[config.mk]
export PLATFORM = sky130hd
export DESIGN_NAME = delimited_field_splitter
export DESIGN_NICKNAME = d
export VERILOG_FILES = /design/src/rtl/dfs_pkg.sv /design/src/rtl/dfs_in_reg.sv /design/src/rtl/dfs_scan.sv /design/src/rtl/dfs_out_reg.sv /design/src/rtl/delimited_field_splitter.sv
export SDC_FILE = /design/constraint.sdc
export NUM_CORES = 1
export LEC_CHECK = 0
export BUFFER_PORTS_ARGS = -buffer_cell sky130_fd_sc_hd__buf_2
export CORE_MARGIN = 1.5
export CORE_UTILIZATION = 56
export CTS_CLUSTER_DIAMETER = 50
export DETAILED_ROUTE_END_ITERATION = 10
export PLACE_DENSITY_LB_ADDON = 0.1
export SYNTH_ARGS = -nofsm -noshare
export SYNTH_HDL_FRONTEND = slang
export SYNTH_HIERARCHICAL = 1
export SYNTH_SLANG_ARGS = --single-unit
[constraint.sdc]
create_clock -name clk_i -period 3.8 [get_ports clk_i]
set_input_delay 0.76 -clock clk_i [delete_from_list [all_inputs] [get_ports clk_i]]
set_output_delay 0.76 -clock clk_i [all_outputs]
set_load 0.005 [all_outputs]
[src/rtl/dfs_pkg.sv]
// shared types and constants for the delimited field splitter
`timescale 1ns / 1ps

package dfs_pkg;

  localparam int unsigned MAX_FIELDS_N = 16;
  localparam int unsigned LINE_BYTES   = 4096;

  // port widths
  localparam int unsigned FIELD_INDEX_W = 4;
  localparam int unsigned START_POS_W   = 12;
  localparam int unsigned FIELD_LEN_W   = 13;

  // internal widths
  localparam int unsigned POS_W  = $clog2(LINE_BYTES);
  localparam int unsigned LPOS_W = $clog2(LINE_BYTES + 1);
  localparam int unsigned CNT_W  = $clog2(MAX_FIELDS_N);

  localparam logic [7:0] QUOTE_BYTE      = 8'h22;
  localparam logic [7:0] DELIMITER_RESET = 8'd44;
  localparam logic [1:0] QUOTE_RUN_LAST  = 2'd2;

  localparam logic KIND_BYTE = 1'b0;
  localparam logic KIND_END  = 1'b1;

  typedef struct packed {
    logic       kind;
    logic [7:0] byte_value;
  } item_t;

  typedef struct packed {
    logic [FIELD_INDEX_W-1:0] field_index;
    logic [START_POS_W-1:0]   start_pos;
    logic [FIELD_LEN_W-1:0]   field_length;
    logic                     last_field;
    logic                     unclosed_quote;
  } result_t;

endpackage

[src/rtl/dfs_in_reg.sv]
// input register holding one request until the scanner takes it
`timescale 1ns / 1ps

module dfs_in_reg (
  input  logic          clk_i,
  input  logic          rst_ni,
  input  logic          in_valid_i,
  output logic          in_ready_o,
  input  dfs_pkg::item_t item_i,
  input  logic          take_i,
  output logic          valid_o,
  output dfs_pkg::item_t item_o
);

  logic           valid_q, valid_d;
  dfs_pkg::item_t item_q;
  logic           load;

  assign in_ready_o = !valid_q || take_i;
  assign load       = in_valid_i && in_ready_o;

  always_comb begin
    valid_d = valid_q;
    if (load) begin
      valid_d = 1'b1;
    end else if (take_i) begin
      valid_d = 1'b0;
    end
  end

  always_ff @(posedge clk_i or negedge rst_ni) begin
    if (!rst_ni) begin
      valid_q <= 1'b0;
    end else begin
      valid_q <= valid_d;
    end
  end

  always_ff @(posedge clk_i) begin
    if (load) begin
      item_q <= item_i;
    end
  end

  assign valid_o = valid_q;
  assign item_o  = item_q;

endmodule

[src/rtl/dfs_scan.sv]
// field scanner: delimiter register, per-line state and result forming
`timescale 1ns / 1ps

module dfs_scan (
  input  logic             clk_i,
  input  logic             rst_ni,
  input  logic             cfg_valid_i,
  input  logic [7:0]       cfg_delimiter_i,
  input  logic             item_valid_i,
  input  dfs_pkg::item_t   item_i,
  input  logic             space_i,
  output logic             take_o,
  output logic             res_valid_o,
  output dfs_pkg::result_t res_o
);

  typedef enum logic [2:0] {
    MODE_START,
    MODE_PLAIN,
    MODE_QUOTED,
    MODE_AFTER,
    MODE_DONE
  } mode_e;

  logic [7:0]                  delimiter_q, delimiter_d;
  logic [dfs_pkg::LPOS_W-1:0]  line_pos_q, line_pos_d;
  logic [dfs_pkg::CNT_W-1:0]   field_count_q, field_count_d;
  mode_e                       mode_q, mode_d;
  logic [1:0]                  quote_run_q, quote_run_d;
  logic [dfs_pkg::POS_W-1:0]   content_start_q, content_start_d;
  logic [dfs_pkg::LPOS_W-1:0]  content_end_q, content_end_d;
  logic                        seen_text_q, seen_text_d;

  logic                        emit;
  logic                        advance;
  logic                        unclosed;
  logic [dfs_pkg::LPOS_W-1:0]  span;

  always_comb begin
    logic [7:0]                 b;
    logic [dfs_pkg::POS_W-1:0]  pos;
    logic [dfs_pkg::LPOS_W-1:0] pos_next;
    logic                       blank;

    b        = item_i.byte_value;
    pos      = line_pos_q[dfs_pkg::POS_W-1:0];
    pos_next = dfs_pkg::LPOS_W'(pos) + dfs_pkg::LPOS_W'(1);
    blank    = (b == 8'd32) || ((b >= 8'd9) && (b <= 8'd13));

    delimiter_d     = cfg_valid_i ? cfg_delimiter_i : delimiter_q;
    line_pos_d      = line_pos_q;
    field_count_d   = field_count_q;
    mode_d          = mode_q;
    quote_run_d     = quote_run_q;
    content_start_d = content_start_q;
    content_end_d   = content_end_q;
    seen_text_d     = seen_text_q;
    emit            = 1'b0;

    if (item_i.kind == dfs_pkg::KIND_END) begin
      emit            = 1'b1;
      line_pos_d      = '0;
      field_count_d   = '0;
      mode_d          = MODE_START;
      quote_run_d     = '0;
      content_start_d = '0;
      content_end_d   = '0;
      seen_text_d     = 1'b0;
    end else if (line_pos_q < dfs_pkg::LPOS_W'(dfs_pkg::LINE_BYTES)) begin
      line_pos_d = line_pos_q + dfs_pkg::LPOS_W'(1);
      case (mode_q)
        MODE_DONE: begin
        end
        MODE_QUOTED: begin
          if (b == dfs_pkg::QUOTE_BYTE) begin
            if (quote_run_q == dfs_pkg::QUOTE_RUN_LAST) begin
              quote_run_d = '0;
              mode_d      = MODE_AFTER;
            end else begin
              quote_run_d = quote_run_q + 2'd1;
            end
          end else begin
            // a short quote run inside quotes is content
            if (quote_run_q != 2'd0) begin
              if (!seen_text_d) begin
                content_start_d = pos - dfs_pkg::POS_W'(quote_run_q);
                seen_text_d     = 1'b1;
              end
              content_end_d = dfs_pkg::LPOS_W'(pos);
              quote_run_d   = '0;
            end
            if (!blank) begin
              if (!seen_text_d) begin
                content_start_d = pos;
                seen_text_d     = 1'b1;
              end
              content_end_d = pos_next;
            end
          end
        end
        default: begin
          if (b == delimiter_q) begin
            if (field_count_q == dfs_pkg::CNT_W'(dfs_pkg::MAX_FIELDS_N - 1)) begin
              // last allowed field is held until end of line
              mode_d = MODE_DONE;
            end else begin
              emit            = 1'b1;
              field_count_d   = field_count_q + dfs_pkg::CNT_W'(1);
              mode_d          = MODE_START;
              quote_run_d     = '0;
              content_start_d = '0;
              content_end_d   = '0;
              seen_text_d     = 1'b0;
            end
          end else if (mode_q == MODE_AFTER) begin
          end else if (mode_q == MODE_START && b == dfs_pkg::QUOTE_BYTE) begin
            if (!seen_text_q) begin
              content_start_d = pos;
              seen_text_d     = 1'b1;
            end
            content_end_d = pos_next;
            if (quote_run_q == dfs_pkg::QUOTE_RUN_LAST) begin
              quote_run_d     = '0;
              seen_text_d     = 1'b0;
              content_start_d = '0;
              content_end_d   = '0;
              mode_d          = MODE_QUOTED;
            end else begin
              quote_run_d = quote_run_q + 2'd1;
            end
          end else begin
            if (mode_q == MODE_START) begin
              quote_run_d = '0;
              mode_d      = MODE_PLAIN;
            end
            if (!blank) begin
              if (!seen_text_q) begin
                content_start_d = pos;
                seen_text_d     = 1'b1;
              end
              content_end_d = pos_next;
            end
          end
        end
      endcase
    end
  end

  // bytes that close no field never wait on the output side
  assign advance     = item_valid_i && (!emit || space_i);
  assign take_o      = advance;
  assign res_valid_o = advance && emit;

  assign unclosed = (item_i.kind == dfs_pkg::KIND_END) && (mode_q == MODE_QUOTED);
  assign span     = content_end_q - dfs_pkg::LPOS_W'(content_start_q);

  always_comb begin
    res_o.field_index    = dfs_pkg::FIELD_INDEX_W'(field_count_q);
    res_o.last_field     = item_i.kind;
    res_o.unclosed_quote = unclosed;
    if (seen_text_q && !unclosed) begin
      res_o.start_pos    = dfs_pkg::START_POS_W'(content_start_q);
      res_o.field_length = dfs_pkg::FIELD_LEN_W'(span);
    end else begin
      res_o.start_pos    = '0;
      res_o.field_length = '0;
    end
  end

  always_ff @(posedge clk_i or negedge rst_ni) begin
    if (!rst_ni) begin
      delimiter_q     <= dfs_pkg::DELIMITER_RESET;
      line_pos_q      <= '0;
      field_count_q   <= '0;
      mode_q          <= MODE_START;
      quote_run_q     <= '0;
      content_start_q <= '0;
      content_end_q   <= '0;
      seen_text_q     <= 1'b0;
    end else begin
      delimiter_q <= delimiter_d;
      if (advance) begin
        line_pos_q      <= line_pos_d;
        field_count_q   <= field_count_d;
        mode_q          <= mode_d;
        quote_run_q     <= quote_run_d;
        content_start_q <= content_start_d;
        content_end_q   <= content_end_d;
        seen_text_q     <= seen_text_d;
      end
    end
  end

endmodule

[src/rtl/dfs_out_reg.sv]
// result register between the scanner and the output channel
`timescale 1ns / 1ps

module dfs_out_reg (
  input  logic             clk_i,
  input  logic             rst_ni,
  input  logic             res_valid_i,
  input  dfs_pkg::result_t res_i,
  output logic             space_o,
  output logic             out_valid_o,
  input  logic             out_ready_i,
  output dfs_pkg::result_t res_o
);

  logic             valid_q, valid_d;
  dfs_pkg::result_t res_q;

  assign space_o = !valid_q || out_ready_i;

  always_comb begin
    valid_d = valid_q;
    if (res_valid_i) begin
      valid_d = 1'b1;
    end else if (out_ready_i) begin
      valid_d = 1'b0;
    end
  end

  always_ff @(posedge clk_i or negedge rst_ni) begin
    if (!rst_ni) begin
      valid_q <= 1'b0;
    end else begin
      valid_q <= valid_d;
    end
  end

  always_ff @(posedge clk_i) begin
    if (res_valid_i) begin
      res_q <= res_i;
    end
  end

  assign out_valid_o = valid_q;
  assign res_o       = res_q;

endmodule

[src/rtl/delimited_field_splitter.sv]
// Delimited field splitter: takes one line byte or end-of-line request per cycle and reports
// each field as a trimmed start position and length. Sustained rate is one request per clock;
// a request passes an input register and the scanner, and its result is held in the result
// register that drives the output. The only stall is a field-closing request (delimiter or end
// of line) meeting a full, unread result register; other bytes keep flowing. The delimiter is
// written through the cfg channel, which is always ready; write it only between lines.
`timescale 1ns / 1ps

module delimited_field_splitter (
  input  logic                                clk_i,
  input  logic                                rst_ni,
  input  logic                                cfg_valid_i,
  output logic                                cfg_ready_o,
  input  logic [7:0]                          cfg_delimiter_i,
  input  logic                                in_valid_i,
  output logic                                in_ready_o,
  input  logic                                kind_i,
  input  logic [7:0]                          byte_value_i,
  output logic                                out_valid_o,
  input  logic                                out_ready_i,
  output logic [dfs_pkg::FIELD_INDEX_W-1:0]   field_index_o,
  output logic [dfs_pkg::START_POS_W-1:0]     start_pos_o,
  output logic [dfs_pkg::FIELD_LEN_W-1:0]     field_length_o,
  output logic                                last_field_o,
  output logic                                unclosed_quote_o
);

  dfs_pkg::item_t   in_item;
  dfs_pkg::item_t   held_item;
  dfs_pkg::result_t scan_res;
  dfs_pkg::result_t out_res;
  logic             held_valid;
  logic             take;
  logic             res_valid;
  logic             space;

  assign cfg_ready_o        = 1'b1;
  assign in_item.kind       = kind_i;
  assign in_item.byte_value = byte_value_i;

  dfs_in_reg u_in_reg (
    .clk_i      (clk_i),
    .rst_ni     (rst_ni),
    .in_valid_i (in_valid_i),
    .in_ready_o (in_ready_o),
    .item_i     (in_item),
    .take_i     (take),
    .valid_o    (held_valid),
    .item_o     (held_item)
  );

  dfs_scan u_scan (
    .clk_i           (clk_i),
    .rst_ni          (rst_ni),
    .cfg_valid_i     (cfg_valid_i),
    .cfg_delimiter_i (cfg_delimiter_i),
    .item_valid_i    (held_valid),
    .item_i          (held_item),
    .space_i         (space),
    .take_o          (take),
    .res_valid_o     (res_valid),
    .res_o           (scan_res)
  );

  dfs_out_reg u_out_reg (
    .clk_i       (clk_i),
    .rst_ni      (rst_ni),
    .res_valid_i (res_valid),
    .res_i       (scan_res),
    .space_o     (space),
    .out_valid_o (out_valid_o),
    .out_ready_i (out_ready_i),
    .res_o       (out_res)
  );

  assign field_index_o    = out_res.field_index;
  assign start_pos_o      = out_res.start_pos;
  assign field_length_o   = out_res.field_length;
  assign last_field_o     = out_res.last_field;
  assign unclosed_quote_o = out_res.unclosed_quote;

endmodule

==> impl_results.rst <==
.. list-table::
   :header-rows: 1

   * - Metric
     - Value
   * - Req. time, crit path
     - 3040 ps
   * - PD cells
     - 476.2 nW/um^2
   * - Nets
     - 656
   * - Initial Utilization
     - 58.09%
   * - PostCTS Resize Cnt
     - 0
   * - Average vias per placed instance
     - 6.027
   * - Global-route usage over all layers
     - 24.80%
   * - Clock latency at the later pin of the worst-skew pair
     - 370 ps
   * - Cell area after synthesis
     - 5730 um^2
   * - Setup slack, reg-to-reg
     - 620 ps
   * - Post-DR wirelength/cell
     - 17.08 um
   * - Worst min-delay path category
     - in2async
   * - Worst reg2reg path startpoint
     - u_scan/content_start_q[0]
   * - Fraction of final layout cells sized beyond drive strength 1
     - 18.36%
   * - Maximum buffer depth of the clock tree
     - 2
   * - Category of the most critical setup path
     - reg2out
   * - Setup TNS
     - 0 ps
   * - Timing startpoint of the critical path
     - u_in_reg/item_o[1]
   * - Vert. Die Dim
     - 104.2 um
   * - Final Wtd Congestion
     - 0.9485
   * - Number of hold violations in the final report
     - 0
   * - Max Slew Vio Count
     - 0
   * - Result of the run
     - finished clean
   * - 1st-iter DRT viols
     - 441
   * - Maximum fanout count along the critical path
     - 13
   * - Core Footprint
     - 9864 um^2
   * - Count of placed standard cells including taps
     - 738
   * - Reg-to-Reg End
     - u_out_reg/res_o[14]
   * - Number of antenna diodes
     - 0
   * - Std-Cell Rows
     - 36
   * - Net Count, Synth
     - 621
   * - EDFF count, synth
     - 40
   * - Cell count of the worst reg-to-reg path
     - 10
   * - Number of buffer and inverter stages on the critical path
     - 2
   * - Worst Tran Pin Value
     - 1004 ps
   * - DIE AREA
     - 10850 um^2
   * - Clk sinks
     - 98
   * - Most common flop cell mapped by yosys
     - sky130_fd_sc_hd__dfrtp_1
   * - Initial antenna violation count
     - 0
   * - Sequential fraction of the synthesis area
     - 46.35%
   * - Slew margin rel.
     - 32.85%
   * - Post-Route Skew
     - 13.62 ps
   * - Wire length of the first global-routing pass
     - 21.47 mm
   * - Async SR Flop Fraction
     - 59.18%
   * - Slowest cell on the critical path
     - sky130_fd_sc_hd__edfxtp_1
   * - Global route total overflow
     - 0
   * - Number of warnings issued by yosys
     - 6
   * - Count of maximum capacitance violations
     - 0
   * - Leakage power summed over all cells
     - 0.002515 uW
   * - CP cell instances
     - xnor2_1 -> nand4_1 -> or2_1 -> o311ai_4 -> inv_2 -> nand2b_4 -> buf_2
   * - Number of levels in the clock H-tree
     - 3
   * - Number of buffers inserted by post-CTS setup repair
     - 0
   * - Clock transition at the registers of the reported paths
     - 100 ps
   * - Maximum number of pins on one net before global-route repair
     - 31
   * - Number of instances in the synthesized netlist
     - 581
   * - Number of hold buffers added after CTS
     - 0
   * - Setup-failing EPs final
     - 0
   * - Flip-flop and latch count after synthesis
     - 98
   * - Horiz. Die Dim
     - 104.2 um
   * - Top delay family on crit path
     - simple AND/OR/NAND/NOR gates
   * - Data arrival time at the worst-slack endpoint
     - 2530 ps
   * - Peak supply drop
     - 0.2427 mV
   * - Number of distinct library cell variants in the gate-level netlist after synthesis
     - 80
   * - Post-route antenna net violation count
     - 0
   * - Timing-limited maximum frequency
     - 303.5 MHz
   * - Aggregate routed wire length
     - 12.88 mm
   * - Final critical-path required period
     - 3294 ps
   * - Pre-antenna DRT Iters
     - 5
   * - Maximum single-stage delay on the critical path
     - 530 ps
   * - Count of buffers from port buffering
     - 54
   * - Fraction of the cycle the final worst path needs
     - 86.70%
   * - Total DRC errors in the routed layout
     - 0
   * - Overall via count from detail_route
     - 4544
   * - TritonCTS clock tree
     - done
   * - TritonCTS Buffers
     - 9
   * - Non-Filler Instances
     - 754
   * - I/O pin count
     - 56
   * - Type of destination of the critical path
     - output port
   * - Number of global-route vias before repair
     - 4196
   * - Buffer type at the clock tree root
     - sky130_fd_sc_hd__clkbuf_8
   * - Detailed placer's ending HPWL
     - 9.558 mm
   * - Layout area overhead
     - 8.537%
   * - Mean Syn Cell Area
     - 9.863 um^2
   * - RSZ-0062 raised after global routing
     - false
   * - Startpoint types
     - flip-flop
how the worst max path moves through the flow:
stage / endpoint / slack, ps / cells after the start
after global placement: u_out_reg/res_o[14] / 640 / 11
after floorplan: u_scan/field_count_q[0] / 320 / 8
after CTS: in_ready_o / 500 / 7
final: in_ready_o / 510 / 7
after global routing: in_ready_o / 380 / 7
after detailed placement: u_out_reg/res_o[14] / 720 / 10
layout make-up:
class                   count  area (um^2)
fillers                   837         3645
multi-input cells         419         2780
flip-flops and latches     98         2656
repair buffers             61        322.8
well taps                 133        166.4
clock buffers              10        127.6
inverters                  27        101.3
clock inverters             6        65.06
cell usage in the layout (no fill, tap or decap), types with 6 or more instances in the layout:
master                     Yosys  routed
sky130_fd_sc_hd__a31oi_1       7       7
sky130_fd_sc_hd__edfxtp_1     40      40
sky130_fd_sc_hd__o31ai_1      18      18
sky130_fd_sc_hd__xnor2_1      22      22
sky130_fd_sc_hd__nor3_1       16      16
sky130_fd_sc_hd__buf_4         4       7
sky130_fd_sc_hd__nand3_1      15      15
sky130_fd_sc_hd__nand2_1      57      57
sky130_fd_sc_hd__o21ai_0      34      34
sky130_fd_sc_hd__xor2_1        8       8
sky130_fd_sc_hd__mux2_2       12      12
sky130_fd_sc_hd__nand2b_1      9       9
sky130_fd_sc_hd__clkbuf_8      0       9
sky130_fd_sc_hd__nor2_1       56      55
sky130_fd_sc_hd__inv_1        24      24
sky130_fd_sc_hd__buf_2         3      54
sky130_fd_sc_hd__dfrtp_1      55      55
sky130_fd_sc_hd__a21o_1        7       7
sky130_fd_sc_hd__a21oi_1      25      25
sky130_fd_sc_hd__mux2i_1       7       7
sky130_fd_sc_hd__or3_1         6       6
sky130_fd_sc_hd__o22ai_1       6       6
sky130_fd_sc_hd__ha_1         16      16
Yosys cell counts (all sizes together) (6+ instances only):
cell type | n | area, um^2
nand2b | 12 | 92.59
xnor2 | 22 | 192.7
o31ai | 18 | 135.1
nand3 | 16 | 85.08
ha | 16 | 200.2
nor2 | 58 | 222.7
buf | 13 | 105.1
nor3 | 16 | 80.08
o22ai | 6 | 37.54
a21oi | 25 | 125.1
a31oi | 7 | 43.79
edfxtp | 40 | 1201
nor4 | 7 | 80.07
xor2 | 8 | 70.07
or3 | 6 | 37.54
nand2 | 57 | 214.0
dfrtp | 55 | 1376
mux2 | 12 | 135.1
o21ai | 40 | 219.0
mux2i | 7 | 70.07
a21o | 8 | 67.56
inv | 25 | 93.84
clkbuf | 24 | 90.09
per-layer routing:
layer	wire length (um)	track usage, %
met4	252	9.325
met2	5801	38.22
met3	804	3.947
met5	0	0
met1	6019	35.40
through the flow:
stage          setup slack [ps]  util, %  cell area [um^2]  hold WS (ps)  power, uW
2_1_floorplan             318.2        -              5731         447.7       2064
3_3_place_gp              638.8    61.10              6027         465.1       2277
3_5_place_dp              718.6    61.10              6027         473.1       2296
4_1_cts                   503.8    63.05              6220         246.4       2970
5_1_grt                   375.5    63.05              6220         252.4       3140
6_report                  505.5    63.05              6220         249.9       2962
cells by family (layout without fill, tap and decap cells):
family | after synthesis | count (layout) | share of synthesized area (%)
AND/OR/NAND/NOR | 199 | 199 | 17.51
other | 1 | 1 | 0.06544
adder cells (fa/ha/maj) | 18 | 18 | 4.192
buffers and inverters | 64 | 104 | 5.175
XOR/XNOR | 30 | 30 | 4.585
flip-flops | 98 | 98 | 46.35
multiplexers | 19 | 19 | 3.581
AO/OA/AOI/OAI | 152 | 152 | 18.54
sequential cells by signal, summed over array words and instances, names as in the netlist:
signal / flops
u_scan/line_pos_q: 13
u_scan/field_count_q: 4
u_scan/delimiter_q: 8
u_scan/seen_text_q: 1
u_scan/quote_run_q: 2
u_out_reg/out_valid_o: 1
u_scan/content_end_q: 13
u_in_reg/valid_o: 1
u_scan/content_start_q: 12
u_in_reg/item_o: 9
u_out_reg/res_o: 31
u_scan/mode_q: 3
report_power, final:
part,total [uW],internal [uW],switching [uW]
sequential,1410,1280,131
clock,678,306,372
combinational,875,387,489
No activity file was read; power rests on OpenSTA's default activity.
